File: config.mk
export PLATFORM = sky130hd
export DESIGN_NAME = state_feedback_saturated_controller
export DESIGN_NICKNAME = d
export VERILOG_FILES = /design/src/hw/rtl/sfsc_pkg.sv /design/src/hw/rtl/sfsc_div.sv /design/src/hw/rtl/state_feedback_saturated_controller.sv
export SDC_FILE = /design/constraint.sdc
export NUM_CORES = 2
export LEC_CHECK = 0
export ABC_CLOCK_PERIOD_IN_PS = 21500
export BUFFER_PORTS_ARGS = -buffer_cell sky130_fd_sc_hd__buf_4
export CAP_MARGIN = 20
export CORE_MARGIN = 2
export CORE_UTILIZATION = 50
export CTS_BUF_LIST = sky130_fd_sc_hd__clkbuf_16
export CTS_CLUSTER_DIAMETER = 150
export CTS_CLUSTER_SIZE = 8
export DETAILED_ROUTE_END_ITERATION = 7
export GPL_TIMING_DRIVEN = 0
export PLACE_DENSITY = 0.67
export SYNTH_ARGS = -nofsm -noshare
export SYNTH_HDL_FRONTEND = slang
export SYNTH_SLANG_ARGS = --single-unit
export TNS_END_PERCENT = 20
File: constraint.sdc
create_clock -name i_clk -period 21.5 [get_ports i_clk]
set_input_delay 4.3 -clock i_clk [delete_from_list [all_inputs] [get_ports i_clk]]
set_output_delay 4.3 -clock i_clk [all_outputs]
set_load 0.02 [all_outputs]
File: src/hw/rtl/sfsc_pkg.sv
`default_nettype none
package sfsc_pkg;

    // signed Q4.12 value
    typedef logic signed [15:0] t_q412;

    // stream payload widths
    localparam int IN_DATA_W  = 40;
    localparam int OUT_DATA_W = 64;

    // configuration port
    localparam int CFG_IDX_W  = 3;
    localparam int CFG_DATA_W = 16;

    localparam logic [CFG_IDX_W-1:0] REG_FULL_SCALE = 3'd0;
    localparam logic [CFG_IDX_W-1:0] REG_AMP_OFFSET = 3'd1;
    localparam logic [CFG_IDX_W-1:0] REG_GAIN_ERR   = 3'd2;
    localparam logic [CFG_IDX_W-1:0] REG_GAIN_X1    = 3'd3;
    localparam logic [CFG_IDX_W-1:0] REG_GAIN_PREV  = 3'd4;

    // register widths and reset values
    localparam int VMAX_W = 14;
    localparam int HALF_W = 13;
    localparam int OFF_W  = 13;
    localparam logic [VMAX_W-1:0]       VMAX_RST      = 14'd13517;
    localparam logic signed [OFF_W-1:0] OFF_RST       = 13'sd0;
    localparam t_q412                   GAIN_ERR_RST  = 16'sd941;
    localparam t_q412                   GAIN_X1_RST   = -16'sd3687;
    localparam t_q412                   GAIN_PREV_RST = 16'sd1102;

    // shared multiplier
    localparam int MUL_W  = 18;
    localparam int PROD_W = 2 * MUL_W;

    // duty mapping
    localparam int DUTY_W = 15;
    localparam logic signed [MUL_W-1:0] DUTY_SCALE = 18'sd32767;
    localparam logic signed [16:0]      DUTY_MID   = 17'sd16383;
    localparam logic signed [16:0]      DUTY_MAX   = 17'sd32767;

    // divider: |u| * 32767 < vmax * 2**15, so 15 quotient bits suffice
    localparam int DIV_NUM_W = 28;
    localparam int DIV_DEN_W = VMAX_W;
    localparam int DIV_Q_W   = 15;
    localparam int DIV_CNT_W = 4;

    // scale a code product (code * vmax / 4096) to a saturated sample
    function automatic t_q412 f_scale(input logic [VMAX_W-1:0] p,
                                      input logic [HALF_W-1:0] half,
                                      input logic signed [OFF_W-1:0] off);
        logic signed [17:0] x;
        x = $signed({4'b0, p}) - $signed({5'b0, half}) - 18'(off);
        if (x > 18'sd32767) begin
            f_scale = 16'sh7fff;
        end else if (x < -18'sd32768) begin
            f_scale = 16'sh8000;
        end else begin
            f_scale = x[15:0];
        end
    endfunction

endpackage
`default_nettype wire

File: src/hw/rtl/sfsc_div.sv
`default_nettype none
module sfsc_div (
    input  wire logic                           i_clk,
    input  wire logic                           i_rst_n,
    input  wire logic                           i_start,
    input  wire logic [sfsc_pkg::DIV_NUM_W-1:0] i_num,
    input  wire logic [sfsc_pkg::DIV_DEN_W-1:0] i_den,
    output logic                                o_done,
    output logic [sfsc_pkg::DIV_Q_W-1:0]        o_quot
);
    import sfsc_pkg::*;

    logic                 r_busy;
    logic                 r_done;
    logic [DIV_CNT_W-1:0] r_cnt;
    logic [DIV_NUM_W-1:0] r_rem;
    logic [DIV_NUM_W-1:0] r_dsh;
    logic [DIV_Q_W-1:0]   r_quot;
    logic                 ge;

    // one restoring step per cycle, msb first
    assign ge = (r_rem >= r_dsh);

    // control
    always_ff @(posedge i_clk) begin
        if (!i_rst_n) begin
            r_busy <= 1'b0;
            r_done <= 1'b0;
            r_cnt  <= '0;
        end else begin
            r_done <= 1'b0;
            if (i_start) begin
                r_busy <= 1'b1;
                r_cnt  <= DIV_CNT_W'(DIV_Q_W - 1);
            end else if (r_busy) begin
                if (r_cnt == '0) begin
                    r_busy <= 1'b0;
                    r_done <= 1'b1;
                end else begin
                    r_cnt <= r_cnt - 1'b1;
                end
            end
        end
    end

    // datapath
    always_ff @(posedge i_clk) begin
        if (i_start) begin
            r_rem  <= i_num;
            r_dsh  <= {i_den, (DIV_Q_W - 1)'(0)};
            r_quot <= '0;
        end else if (r_busy) begin
            if (ge) begin
                r_rem <= r_rem - r_dsh;
            end
            r_dsh  <= r_dsh >> 1;
            r_quot <= {r_quot[DIV_Q_W-2:0], ge};
        end
    end

    assign o_done = r_done;
    assign o_quot = r_quot;

endmodule
`default_nettype wire

File: src/hw/rtl/state_feedback_saturated_controller.sv
`default_nettype none
// State-feedback controller with clamped output and PWM duty mapping.
// Input stream: one item per control sample (two 12-bit converter codes and
// a Q4.12 setpoint). Output stream: one item per input item carrying the PWM
// duty, the clamped control value, the clamp flag and both scaled states.
// Configuration: write channel with index and data, always ready; writes are
// taken at any time and are meant to happen only while no item is in work.
// Indexes above 4 are dropped.
// Datapath: one 18x18 multiplier is reused for both sample scalings and the
// three feedback products, then for u * 32767; a one-bit-per-cycle restoring
// divider forms the duty quotient. An item passes through sample scaling,
// feedback, clamp, duty scaling and the divide into the output register; the
// divide is skipped when full scale is zero. The block takes no new item
// while an item is in work.
// If the receiver stalls, the result waits in the output register; the next
// item may be accepted meanwhile but is not finished until it is taken.
// Reset (synchronous, active low) loads the default registers, clears the
// previous control value, drops the output valid flag and returns to idle.
module state_feedback_saturated_controller (
    input  wire logic                            i_clk,
    input  wire logic                            i_rst_n,
    // input item
    input  wire logic                            s_axis_tvalid,
    output logic                                 s_axis_tready,
    // [11:0] adc_first, [23:12] adc_second, [39:24] reference
    input  wire logic [sfsc_pkg::IN_DATA_W-1:0]  s_axis_tdata,
    // result item
    output logic                                 m_axis_tvalid,
    input  wire logic                            m_axis_tready,
    // [14:0] pwm_duty, [30:15] control_value, [31] clamped,
    // [47:32] state_first, [63:48] state_second
    output logic [sfsc_pkg::OUT_DATA_W-1:0]      m_axis_tdata,
    // configuration writes
    input  wire logic                            i_cfg_valid,
    output logic                                 o_cfg_ready,
    input  wire logic [sfsc_pkg::CFG_IDX_W-1:0]  i_cfg_index,
    input  wire logic [sfsc_pkg::CFG_DATA_W-1:0] i_cfg_data
);
    import sfsc_pkg::*;

    localparam logic [3:0] S_IDLE   = 4'd0;
    localparam logic [3:0] S_M0     = 4'd1;
    localparam logic [3:0] S_X0     = 4'd2;
    localparam logic [3:0] S_X1     = 4'd3;
    localparam logic [3:0] S_A1     = 4'd4;
    localparam logic [3:0] S_A2     = 4'd5;
    localparam logic [3:0] S_A3     = 4'd6;
    localparam logic [3:0] S_CLAMP  = 4'd7;
    localparam logic [3:0] S_MSCALE = 4'd8;
    localparam logic [3:0] S_DIVST  = 4'd9;
    localparam logic [3:0] S_DIV    = 4'd10;
    localparam logic [3:0] S_FIN    = 4'd11;

    // configuration registers
    logic [VMAX_W-1:0]       r_vmax;
    logic signed [OFF_W-1:0] r_off;
    t_q412                   r_g0;
    t_q412                   r_g1;
    t_q412                   r_g2;

    // sequencer and item registers
    logic [3:0]               r_state;
    logic [3:0]               n_state;
    logic [11:0]              r_code0;
    logic [11:0]              r_code1;
    t_q412                    r_ref;
    t_q412                    r_x0;
    t_q412                    r_x1;
    t_q412                    r_prev;
    t_q412                    r_u;
    logic                     r_hit;
    logic [HALF_W-1:0]        r_half;
    logic signed [PROD_W-1:0] r_prod;
    logic signed [PROD_W-1:0] r_acc;
    logic                     r_neg;
    logic [DIV_Q_W-1:0]       r_q;

    // output register
    logic                  r_ovalid;
    logic [OUT_DATA_W-1:0] r_odata;

    logic                     in_acc;
    logic                     out_free;
    logic signed [MUL_W-1:0]  mul_a;
    logic signed [MUL_W-1:0]  mul_b;
    logic signed [PROD_W-1:0] mul_p;
    logic signed [16:0]       err;
    logic signed [23:0]       u_raw;
    logic signed [23:0]       half_ext;
    logic                     hit_hi;
    logic                     hit_lo;
    logic signed [PROD_W-1:0] num_mag;
    logic                     div_start;
    logic                     div_done;
    logic [DIV_Q_W-1:0]       div_quot;
    logic signed [16:0]       duty_s;
    logic [DUTY_W-1:0]        duty;

    assign s_axis_tready = (r_state == S_IDLE);
    assign in_acc        = s_axis_tvalid && s_axis_tready;
    assign out_free      = !r_ovalid || m_axis_tready;
    assign o_cfg_ready   = 1'b1;

    // configuration writes
    always_ff @(posedge i_clk) begin
        if (!i_rst_n) begin
            r_vmax <= VMAX_RST;
            r_off  <= OFF_RST;
            r_g0   <= GAIN_ERR_RST;
            r_g1   <= GAIN_X1_RST;
            r_g2   <= GAIN_PREV_RST;
        end else if (i_cfg_valid) begin
            case (i_cfg_index)
                REG_FULL_SCALE: r_vmax <= i_cfg_data[VMAX_W-1:0];
                REG_AMP_OFFSET: r_off  <= i_cfg_data[OFF_W-1:0];
                REG_GAIN_ERR:   r_g0   <= i_cfg_data;
                REG_GAIN_X1:    r_g1   <= i_cfg_data;
                REG_GAIN_PREV:  r_g2   <= i_cfg_data;
                default: ;
            endcase
        end
    end

    // shared multiplier operand selection
    assign err = {r_ref[15], r_ref} - {r_x0[15], r_x0};
    always_comb begin
        mul_a = '0;
        mul_b = '0;
        case (r_state)
            S_M0: begin
                mul_a = $signed({6'b0, r_code0});
                mul_b = $signed({4'b0, r_vmax});
            end
            S_X0: begin
                mul_a = $signed({6'b0, r_code1});
                mul_b = $signed({4'b0, r_vmax});
            end
            S_X1: begin
                mul_a = MUL_W'(err);
                mul_b = MUL_W'(r_g0);
            end
            S_A1: begin
                mul_a = MUL_W'(r_x1);
                mul_b = MUL_W'(r_g1);
            end
            S_A2: begin
                mul_a = MUL_W'(r_prev);
                mul_b = MUL_W'(r_g2);
            end
            S_MSCALE: begin
                mul_a = MUL_W'(r_u);
                mul_b = DUTY_SCALE;
            end
            default: ;
        endcase
    end
    assign mul_p = mul_a * mul_b;

    // clamp of the floored control value
    assign u_raw    = r_acc[35:12];
    assign half_ext = $signed({11'b0, r_half});
    assign hit_hi   = (u_raw > half_ext);
    assign hit_lo   = (u_raw < -half_ext);

    // magnitude of u * 32767 for the divider
    assign num_mag   = r_prod[PROD_W-1] ? -r_prod : r_prod;
    assign div_start = (r_state == S_DIVST) && (r_vmax != '0);

    // duty word around mid scale, saturated
    always_comb begin
        if (r_neg) begin
            duty_s = DUTY_MID - $signed({2'b0, r_q});
        end else begin
            duty_s = DUTY_MID + $signed({2'b0, r_q});
        end
        if (duty_s < 17'sd0) begin
            duty = '0;
        end else if (duty_s > DUTY_MAX) begin
            duty = DUTY_MAX[DUTY_W-1:0];
        end else begin
            duty = duty_s[DUTY_W-1:0];
        end
    end

    // sequencer next state
    always_comb begin
        n_state = r_state;
        case (r_state)
            S_IDLE:   if (in_acc) n_state = S_M0;
            S_M0:     n_state = S_X0;
            S_X0:     n_state = S_X1;
            S_X1:     n_state = S_A1;
            S_A1:     n_state = S_A2;
            S_A2:     n_state = S_A3;
            S_A3:     n_state = S_CLAMP;
            S_CLAMP:  n_state = S_MSCALE;
            S_MSCALE: n_state = S_DIVST;
            S_DIVST:  n_state = (r_vmax == '0) ? S_FIN : S_DIV;
            S_DIV:    if (div_done) n_state = S_FIN;
            S_FIN:    if (out_free) n_state = S_IDLE;
            default:  n_state = S_IDLE;
        endcase
    end

    // control state
    always_ff @(posedge i_clk) begin
        if (!i_rst_n) begin
            r_state  <= S_IDLE;
            r_prev   <= '0;
            r_ovalid <= 1'b0;
        end else begin
            r_state <= n_state;
            if (r_state == S_CLAMP) begin
                r_prev <= hit_hi ? t_q412'(half_ext) :
                          hit_lo ? t_q412'(-half_ext) : u_raw[15:0];
            end
            if (r_state == S_FIN && out_free) begin
                r_ovalid <= 1'b1;
            end else if (m_axis_tready) begin
                r_ovalid <= 1'b0;
            end
        end
    end

    // datapath
    always_ff @(posedge i_clk) begin
        if (in_acc) begin
            r_code0 <= s_axis_tdata[11:0];
            r_code1 <= s_axis_tdata[23:12];
            r_ref   <= s_axis_tdata[39:24];
        end
        case (r_state)
            S_M0: begin
                r_half <= r_vmax[VMAX_W-1:1];
                r_prod <= mul_p;
            end
            S_X0: begin
                r_x0   <= f_scale(r_prod[25:12], r_half, r_off);
                r_prod <= mul_p;
            end
            S_X1: begin
                r_x1   <= f_scale(r_prod[25:12], r_half, r_off);
                r_prod <= mul_p;
            end
            S_A1: begin
                r_acc  <= r_prod;
                r_prod <= mul_p;
            end
            S_A2: begin
                r_acc  <= r_acc - r_prod;
                r_prod <= mul_p;
            end
            S_A3: r_acc <= r_acc - r_prod;
            S_CLAMP: begin
                r_u   <= hit_hi ? t_q412'(half_ext) :
                         hit_lo ? t_q412'(-half_ext) : u_raw[15:0];
                r_hit <= hit_hi || hit_lo;
            end
            S_MSCALE: r_prod <= mul_p;
            S_DIVST: begin
                r_neg <= r_prod[PROD_W-1];
                r_q   <= '0;
            end
            S_DIV: if (div_done) r_q <= div_quot;
            default: ;
        endcase
        if (r_state == S_FIN && out_free) begin
            r_odata <= {r_x1, r_x0, r_hit, r_u, duty};
        end
    end

    // quotient unit for the duty
    sfsc_div u_div (
        .i_clk   (i_clk),
        .i_rst_n (i_rst_n),
        .i_start (div_start),
        .i_num   (num_mag[DIV_NUM_W-1:0]),
        .i_den   (r_vmax),
        .o_done  (div_done),
        .o_quot  (div_quot)
    );

    assign m_axis_tvalid = r_ovalid;
    assign m_axis_tdata  = r_odata;

    // an accepted item blocks the input until it is finished
    a_busy_after_accept: assert property (@(posedge i_clk) disable iff (!i_rst_n)
        in_acc |=> !s_axis_tready)
        else $error("input ready right after an item was accepted");

    // clamped control value stays inside the half range
    a_clamp_range: assert property (@(posedge i_clk) disable iff (!i_rst_n)
        (r_state == S_CLAMP) |=>
            ($signed({8'b0, r_u}) <= $signed({11'b0, r_half}) &&
             $signed({8'b0, r_u}) >= -$signed({11'b0, r_half})) ||
            (r_u[15] && $signed(r_u) >= -$signed({3'b0, r_half})))
        else $error("control value outside the clamp limits");

    // divider reports completion only while the sequencer waits for it
    a_div_done_state: assert property (@(posedge i_clk) disable iff (!i_rst_n)
        div_done |-> (r_state == S_DIV))
        else $error("divider done outside the divide state");

    // a finished result is never overwritten while still waiting
    a_out_hold: assert property (@(posedge i_clk) disable iff (!i_rst_n)
        (r_ovalid && !m_axis_tready) |=> $stable(r_odata))
        else $error("pending result changed under a stall");

endmodule
`default_nettype wire
---- After elaboration in Yosys (flattened, before gate mapping) ----
Cells that the tools add are included.
word-level totals
  bits of input ports ..................... 64
  word-level logic and storage cells ...... 132
  bits in registers ....................... 427
operators by class
  bitwise gates (word level) .............. 3
  reduce and logical (&&, ||, !) cells .... 31
  multiply operators ...................... 1
  $add $sub $neg .......................... 10
  $lt $le $gt $ge ......................... 7
  eq/ne operators ......................... 19
  muxes and demuxes ....................... 31
operator list
  operator                count
  $mux 28                 6
  $pmux 18 s6             1
  $pmux 18 s5             1
  $pmux 36 s2             1
  $mux 16                 4
  $pmux 4 s12             1
  $mul 18x18->36          1
  $sub 36x36->36          1
  $mux 15                 2
  $pmux 15 s2             1
  $ge 28x28->1            1
  $neg 28->28             1
  $sub 28x28->28          1
  $gt 24x14->1            1
  $lt 24x24->1            1
  $mux 4                  6
  $neg 13->24             1
  $reduce_and 2->1        9
  $gt 17x16->1 const B    1
  $lt 17x1->1 const B     1
  $mux 17                 1
  $sub 16x16->17          1
  $add 14x15->16 const A  1
  $eq 4x3->1 const B      4
  other kinds (28)        53

---- Logic depth before layout (Yosys ltp) ----
  depth after elaboration ................. 5
  gate-level depth with buffers ........... 36

---- Hierarchy ----
From an unflattened synthesis, not the netlist that was laid out.
unflattened totals
  cells, all modules ...................... 3708
  area total of the unflattened synthesis .. 35281.3 µm²
by module, submodules not included
  module                               instances  sequential area each (µm²)  area an instance (µm²)  cells an instance
  state_feedback_saturated_controller  1          9549.2                      30495.5                 3193
  sfsc_div                             1          1961.9                      4785.8                  515

---- Worst setup path before layout ----
OpenSTA, ideal clock, no wires.
  path type ............................... input to register
  from .................................... input m_axis_tready
  to ...................................... register r_odata[0] (netlist: m_axis_tdata[0]), enable pin
  stages on the path ...................... 2
  buffers on the path ..................... 0
  setup slack ............................. 12.176 ns
  data required time ...................... 20.935 ns
  arrival time ............................ 8.759 ns
  cells stage by stage .................... nor2b_1 nor3_1
on the way
  longest elaborated chain between the ends .. 2
RTL lines
  what                  RTL line                                    source
  start, declared       state_feedback_saturated_controller.sv:29   input wire logic m_axis_tready,
  $logic_or 1x1->1      state_feedback_saturated_controller.sv:101  assign out_free = !r_ovalid || m_axis_tready;
  $logic_and 1x1->1     state_feedback_saturated_controller.sv:267  if (r_state == S_FIN && out_free) begin
  end signal, assigned  state_feedback_saturated_controller.sv:268  r_odata <= {r_x1, r_x0, r_hit, r_u, duty};
  end, declared         state_feedback_saturated_controller.sv:80   logic [OUT_DATA_W-1:0] r_odata;
No other way between the ends.
A chain may end at the register's enable or synchronous reset.

---- Final worst setup path ----
  from .................................... register r_state[2]
  to ...................................... register r_prod[35], data pin
on the way
  longest elaborated chain between the ends .. 4
  elaborated cells on any way between the ends .. 10
RTL lines
  what                                             RTL line                                    source
  start, declared                                  state_feedback_saturated_controller.sv:62   logic [3:0] r_state;
  start signal, assigned                           state_feedback_saturated_controller.sv:212  r_state <= n_state;
  $eq 4x2->1 / $eq 4x1->1 (equally long branches)  state_feedback_saturated_controller.sv:129  case (r_state)
  $reduce_or 2->1 (no source line)                 --
  $pmux 18 s5                                      state_feedback_saturated_controller.sv:129
  $mul 18x18->36 (*)                               state_feedback_saturated_controller.sv:157  assign mul_p = mul_a * mul_b;
  named net mul_p[35]                              state_feedback_saturated_controller.sv:86   logic signed [PROD_W-1:0] mul_p;
  end signal, assigned                             state_feedback_saturated_controller.sv:235  r_prod <= mul_p;
  end signal, assigned                             state_feedback_saturated_controller.sv:239  r_prod <= mul_p;
  end signal, assigned                             state_feedback_saturated_controller.sv:243  r_prod <= mul_p;
  end, declared                                    state_feedback_saturated_controller.sv:73   logic signed [PROD_W-1:0] r_prod;
The timed path passes the listed nets; every way through them passes the cells marked *.

==> metrics.md <==
| Metric | Value |
|---|---|
| Count of nets left with antenna violations after detail routing | 0 |
| Post-CTS setup-driven buffer insertion count | 0 |
| Average wire per standard cell | 21.28 um |
| Share of flip-flops with an asynchronous set or reset | 0% |
| Sinks on the clock net | 427 |
| Reported leakage power | 17.35 nW |
| Synthesis-stage register bit count | 427 |
| Net switching power | 1.433 mW |
| Tot GR Track Use | 29.20% |
| Logic pwr share | 43.1% |
| Internal power | 2.074 mW |
| CP max stage cell | sky130_fd_sc_hd__xnor2_1 |
| Kind of end point of the critical path | flip-flop |
| Clock slew seen by the registers of the worst setup and hold paths | 0.07 ns |
| WL final | 105,400 um |
| Result of the run | finished clean |
| Slowest cell delay on critical path | 0.83 ns |
| Min-Delay Endpoint | m_axis_tdata[51] |
| Pin count of the biggest net entering global routing | 36 |
| Instance count along the most critical hold path | 0 |
| Most common cell after layout, fill and taps aside | sky130_fd_sc_hd__inv_1 |
| Wire length of the first global-routing pass | 163,000 um |
| Power density cells | 89.15 nW/um2 |
| Power, Total | 3.507 mW |
| Detailed-route vias per instance | 5.696 |
| MaxCap Viol Count | 0 |
| Cell depth of the worst flop-to-flop path | 28 |
| Synthesized netlist net count | 4,383 |
| Clock root buffer | sky130_fd_sc_hd__clkbuf_16 |
| Fraction of layout cells with a size suffix above 1 | 6.577% |
| Seq/Total Area, Yosys | 32.76% |
| Most used cells in the layout excluding fill and tap cells | 620 x sky130_fd_sc_hd__inv_1, 498 x sky130_fd_sc_hd__nand2_1, 320 x sky130_fd_sc_hd__fa_1 |
| Fmax achieved | 93.37 MHz |
| First drt pass iteration count | 6 |
| RSZ-0062 raised after global routing | no |
| Area of the multi-input gates | 20,930 um2 |
| Slew HR | 21.43% |
| Post-route clock period utilization | 49.82% |
| Power share of the sequential group | 31.9% |
| Synthesized area per cell | 9.354 um2 |
| Count of port buffers added during placement | 128 |
| Final core utilization | 56.37% |
| H-tree lvl count | 2 |
| Buffer levels on the longest clock path | 3 |
| Prevailing post-synth register cell | sky130_fd_sc_hd__edfxtp_1 |
| Cells after Synth | 3,757 |
| Arr. time, crit path | 11.02 ns |
| Path type of the worst setup path | flip-flop to flip-flop |
| Final hold violations | 0 |
| Setup slack on the worst flop-to-flop path | 10.79 ns |
| Switching Share | 40.85% |
| HPWL reported at the end of detailed placement | 84,360 um |
| Initial antenna violation count | 3 |
| Clock latency reported for the late side of the worst-skew pair | 0.66 ns |
| Area of the placeable core | 69,790 um2 |
| Hold slack final | 0.4504 ns |
| Vias in the first global route | 28,110 |
| FF/Latch Area | 11,510 um2 |
| Critical path fanouts, max | 10 |
| End of the worst register-to-register path | r_prod[35] |
| Area grow syn2layout | 11.94% |
| Routed vias | 28,230 |
| Setup crit start kind | flip-flop |
| Worst Max-Slew Pin Slew | 1.146 ns |
| Beginning of the worst register-to-register path | r_state[2] |
| Hold Crit Start | r_x1[3] |
| Cts hold-fix bufs | 0 |
| Total Die Area | 72,420 um2 |
| RD Place Congestion | 0.9641 |
| Clock share of power | 25.0% |
| Sum of overflow across all layers after global routing | 0 |
| Number of buffers created by CTS | 59 |
| Tmin final | 10.71 ns |
| DRC marker count from the first detailed-route iteration | 2,897 |
| Post-CTS resize count | 0 |
| Netlist area before placement | 35,140 um2 |
| Total number of nets in the final design | 4,592 |
| Count of boundary I/O pins | 131 |
| Max-slew violations | 0 |
| CP Data Required Time | 21.81 ns |
| Effective utilization at floorplan | 50.36% |
| Number of placement rows | 97 |
| Clock tree from TritonCTS | built |
| Clock skew | 0.05851 ns |
| Number of flops mapped to enable cells by yosys | 296 |
| Distinct cell type count after synthesis | 88 |
| Min-Delay Path Class | flip-flop to flip-flop |
| X dimension of the die | 269.1 um |
| Synthesis Warnings | 0 |
| IR Drop Worst-Case VDD | 0.07982 mV |
| Setup violators final | 0 |
| Setup TNS Final | 0 ns |
| Number of DRC violations after detailed routing | 0 |
| Number of filler cells placed in the layout | 6,326 |
| Floorplan die height | 269.1 um |
==> Yosys cell counts (7+ instances only) <==
cell / n / share of area, %
sky130_fd_sc_hd__inv_1: 575 / 6.1
sky130_fd_sc_hd__nand2_1: 498 / 5.3
sky130_fd_sc_hd__fa_1: 320 / 18
sky130_fd_sc_hd__edfxtp_1: 296 / 25
sky130_fd_sc_hd__nor2_1: 248 / 2.6
sky130_fd_sc_hd__ha_1: 242 / 8.6
sky130_fd_sc_hd__a21oi_1: 226 / 3.2
sky130_fd_sc_hd__o21ai_0: 173 / 2.5
sky130_fd_sc_hd__dfxtp_1: 131 / 7.5
sky130_fd_sc_hd__clkbuf_1: 128 / 1.4
sky130_fd_sc_hd__xnor2_1: 120 / 3.0
sky130_fd_sc_hd__nand3_1: 90 / 1.3
sky130_fd_sc_hd__a21o_1: 56 / 1.2
sky130_fd_sc_hd__and2_1: 49 / 0.87
sky130_fd_sc_hd__nor3_1: 46 / 0.66
sky130_fd_sc_hd__mux2i_1: 38 / 1.1
sky130_fd_sc_hd__nand2b_1: 36 / 0.64
sky130_fd_sc_hd__nor2b_1: 34 / 0.61
sky130_fd_sc_hd__o31ai_1: 32 / 0.68
sky130_fd_sc_hd__xor2_1: 32 / 0.80
sky130_fd_sc_hd__a22oi_1: 29 / 0.62
sky130_fd_sc_hd__o21a_1: 26 / 0.56
sky130_fd_sc_hd__and3_1: 21 / 0.37
sky130_fd_sc_hd__or3_1: 20 / 0.36
sky130_fd_sc_hd__nor4_1: 17 / 0.30
sky130_fd_sc_hd__a21boi_0: 15 / 0.32
sky130_fd_sc_hd__a31oi_1: 15 / 0.27
sky130_fd_sc_hd__nand4_1: 15 / 0.27
sky130_fd_sc_hd__a221oi_1: 14 / 0.35
sky130_fd_sc_hd__o21bai_1: 14 / 0.30
sky130_fd_sc_hd__a222oi_1: 13 / 0.37
sky130_fd_sc_hd__o211ai_1: 13 / 0.28
sky130_fd_sc_hd__or2_2: 11 / 0.20
sky130_fd_sc_hd__a211oi_1: 10 / 0.21
sky130_fd_sc_hd__o22ai_1: 9 / 0.16
sky130_fd_sc_hd__buf_1: 8 / 0.085
sky130_fd_sc_hd__nor3b_1: 8 / 0.17
sky130_fd_sc_hd__nand3b_1: 7 / 0.15
==> critical path, delay by kind of cell (launching register included) <==
family,cells,cell delay (ns)
adders and majority gates,7,3.83
buffers and inverters,9,2.46
and+or+nand+nor,6,1.60
AOI/OAI and AO/OA,5,1.29
xor gates and xnor gates,1,0.83
DFF,1,0.35
==> layout make-up <==
class                   count  share of cell area [%]
diodes                      2                 0.01272
plain buffers             145                   1.454
clock buffers              59                   3.753
clock inverters            50                  0.6807
inverters                 577                   5.506
multi-input cells        2608                   53.21
flip-flops and latches    427                   29.26
well taps                 940                   2.990
repair buffers            148                   3.133
==> flip-flops by register name, indices dropped and copies added (netlist names), 28 cells and up <==
name	count
r_prod	36
r_acc	36
u_div.r_rem	28
u_div.r_dsh	28
m_axis_tdata	64
==> worst max-delay path by stage <==
stage	slack [ns]	endpoint	from
floorplan	12.18	m_axis_tdata[0]	m_axis_tready
global placement	9.60	m_axis_tdata[43]	m_axis_tready
detailed placement	10.95	r_prod[35]	r_state[3]
CTS	10.88	r_prod[35]	r_state[3]
global route	10.21	r_prod[35]	r_state[2]
finish	10.79	r_prod[35]	r_state[2]
==> stage by stage <==
step | cell area (um2) | cells | worst slack [ns]
3_3_place_gp | 37280 | 4825 | 9.604
5_1_grt | 39330 | 4954 | 10.21
6_report | 39340 | 4956 | 10.79
2_1_floorplan | 35140 | 3757 | 12.18
4_1_cts | 39330 | 4954 | 10.88
3_5_place_dp | 37590 | 4845 | 10.95
==> logic make-up after synthesis <==
group | count (synthesis) | synth area share (%)
DFF | 427 | 32.76
xor gates and xnor gates | 152 | 3.788
buffers and inverters | 722 | 7.787
and+or+nand+nor | 1122 | 14.40
adders and majority gates | 562 | 26.85
other | 1 | 0.01067
AOI/OAI and AO/OA | 727 | 13.14
muxes | 44 | 1.275
==> routing by layer <==
metal  vias up  share of wire [%]  wire length [um]  global-route usage, %
met2      1079                 48             50720                  49.50
met4         0                4.5              4760                  11.82
met5         -                  0                 0                      0
met1     13890                 40             42330                  37.71
li1      13010                  -                 -                      -
met3       252                7.2              7627                  4.079
==> power groups by stage <==
stage / combinational [mW] / clock [mW] / sequential [mW]
4_1_cts: 1.50 / 0.888 / 1.11
2_1_floorplan: 1.07 / 0 / 1.06
6_report: 1.51 / 0.878 / 1.12
3_5_place_dp: 1.48 / 0 / 1.13
5_1_grt: 1.69 / 0.919 / 1.12
3_3_place_gp: 1.46 / 0 / 1.13
No activity file was read; power rests on OpenSTA's default activity.
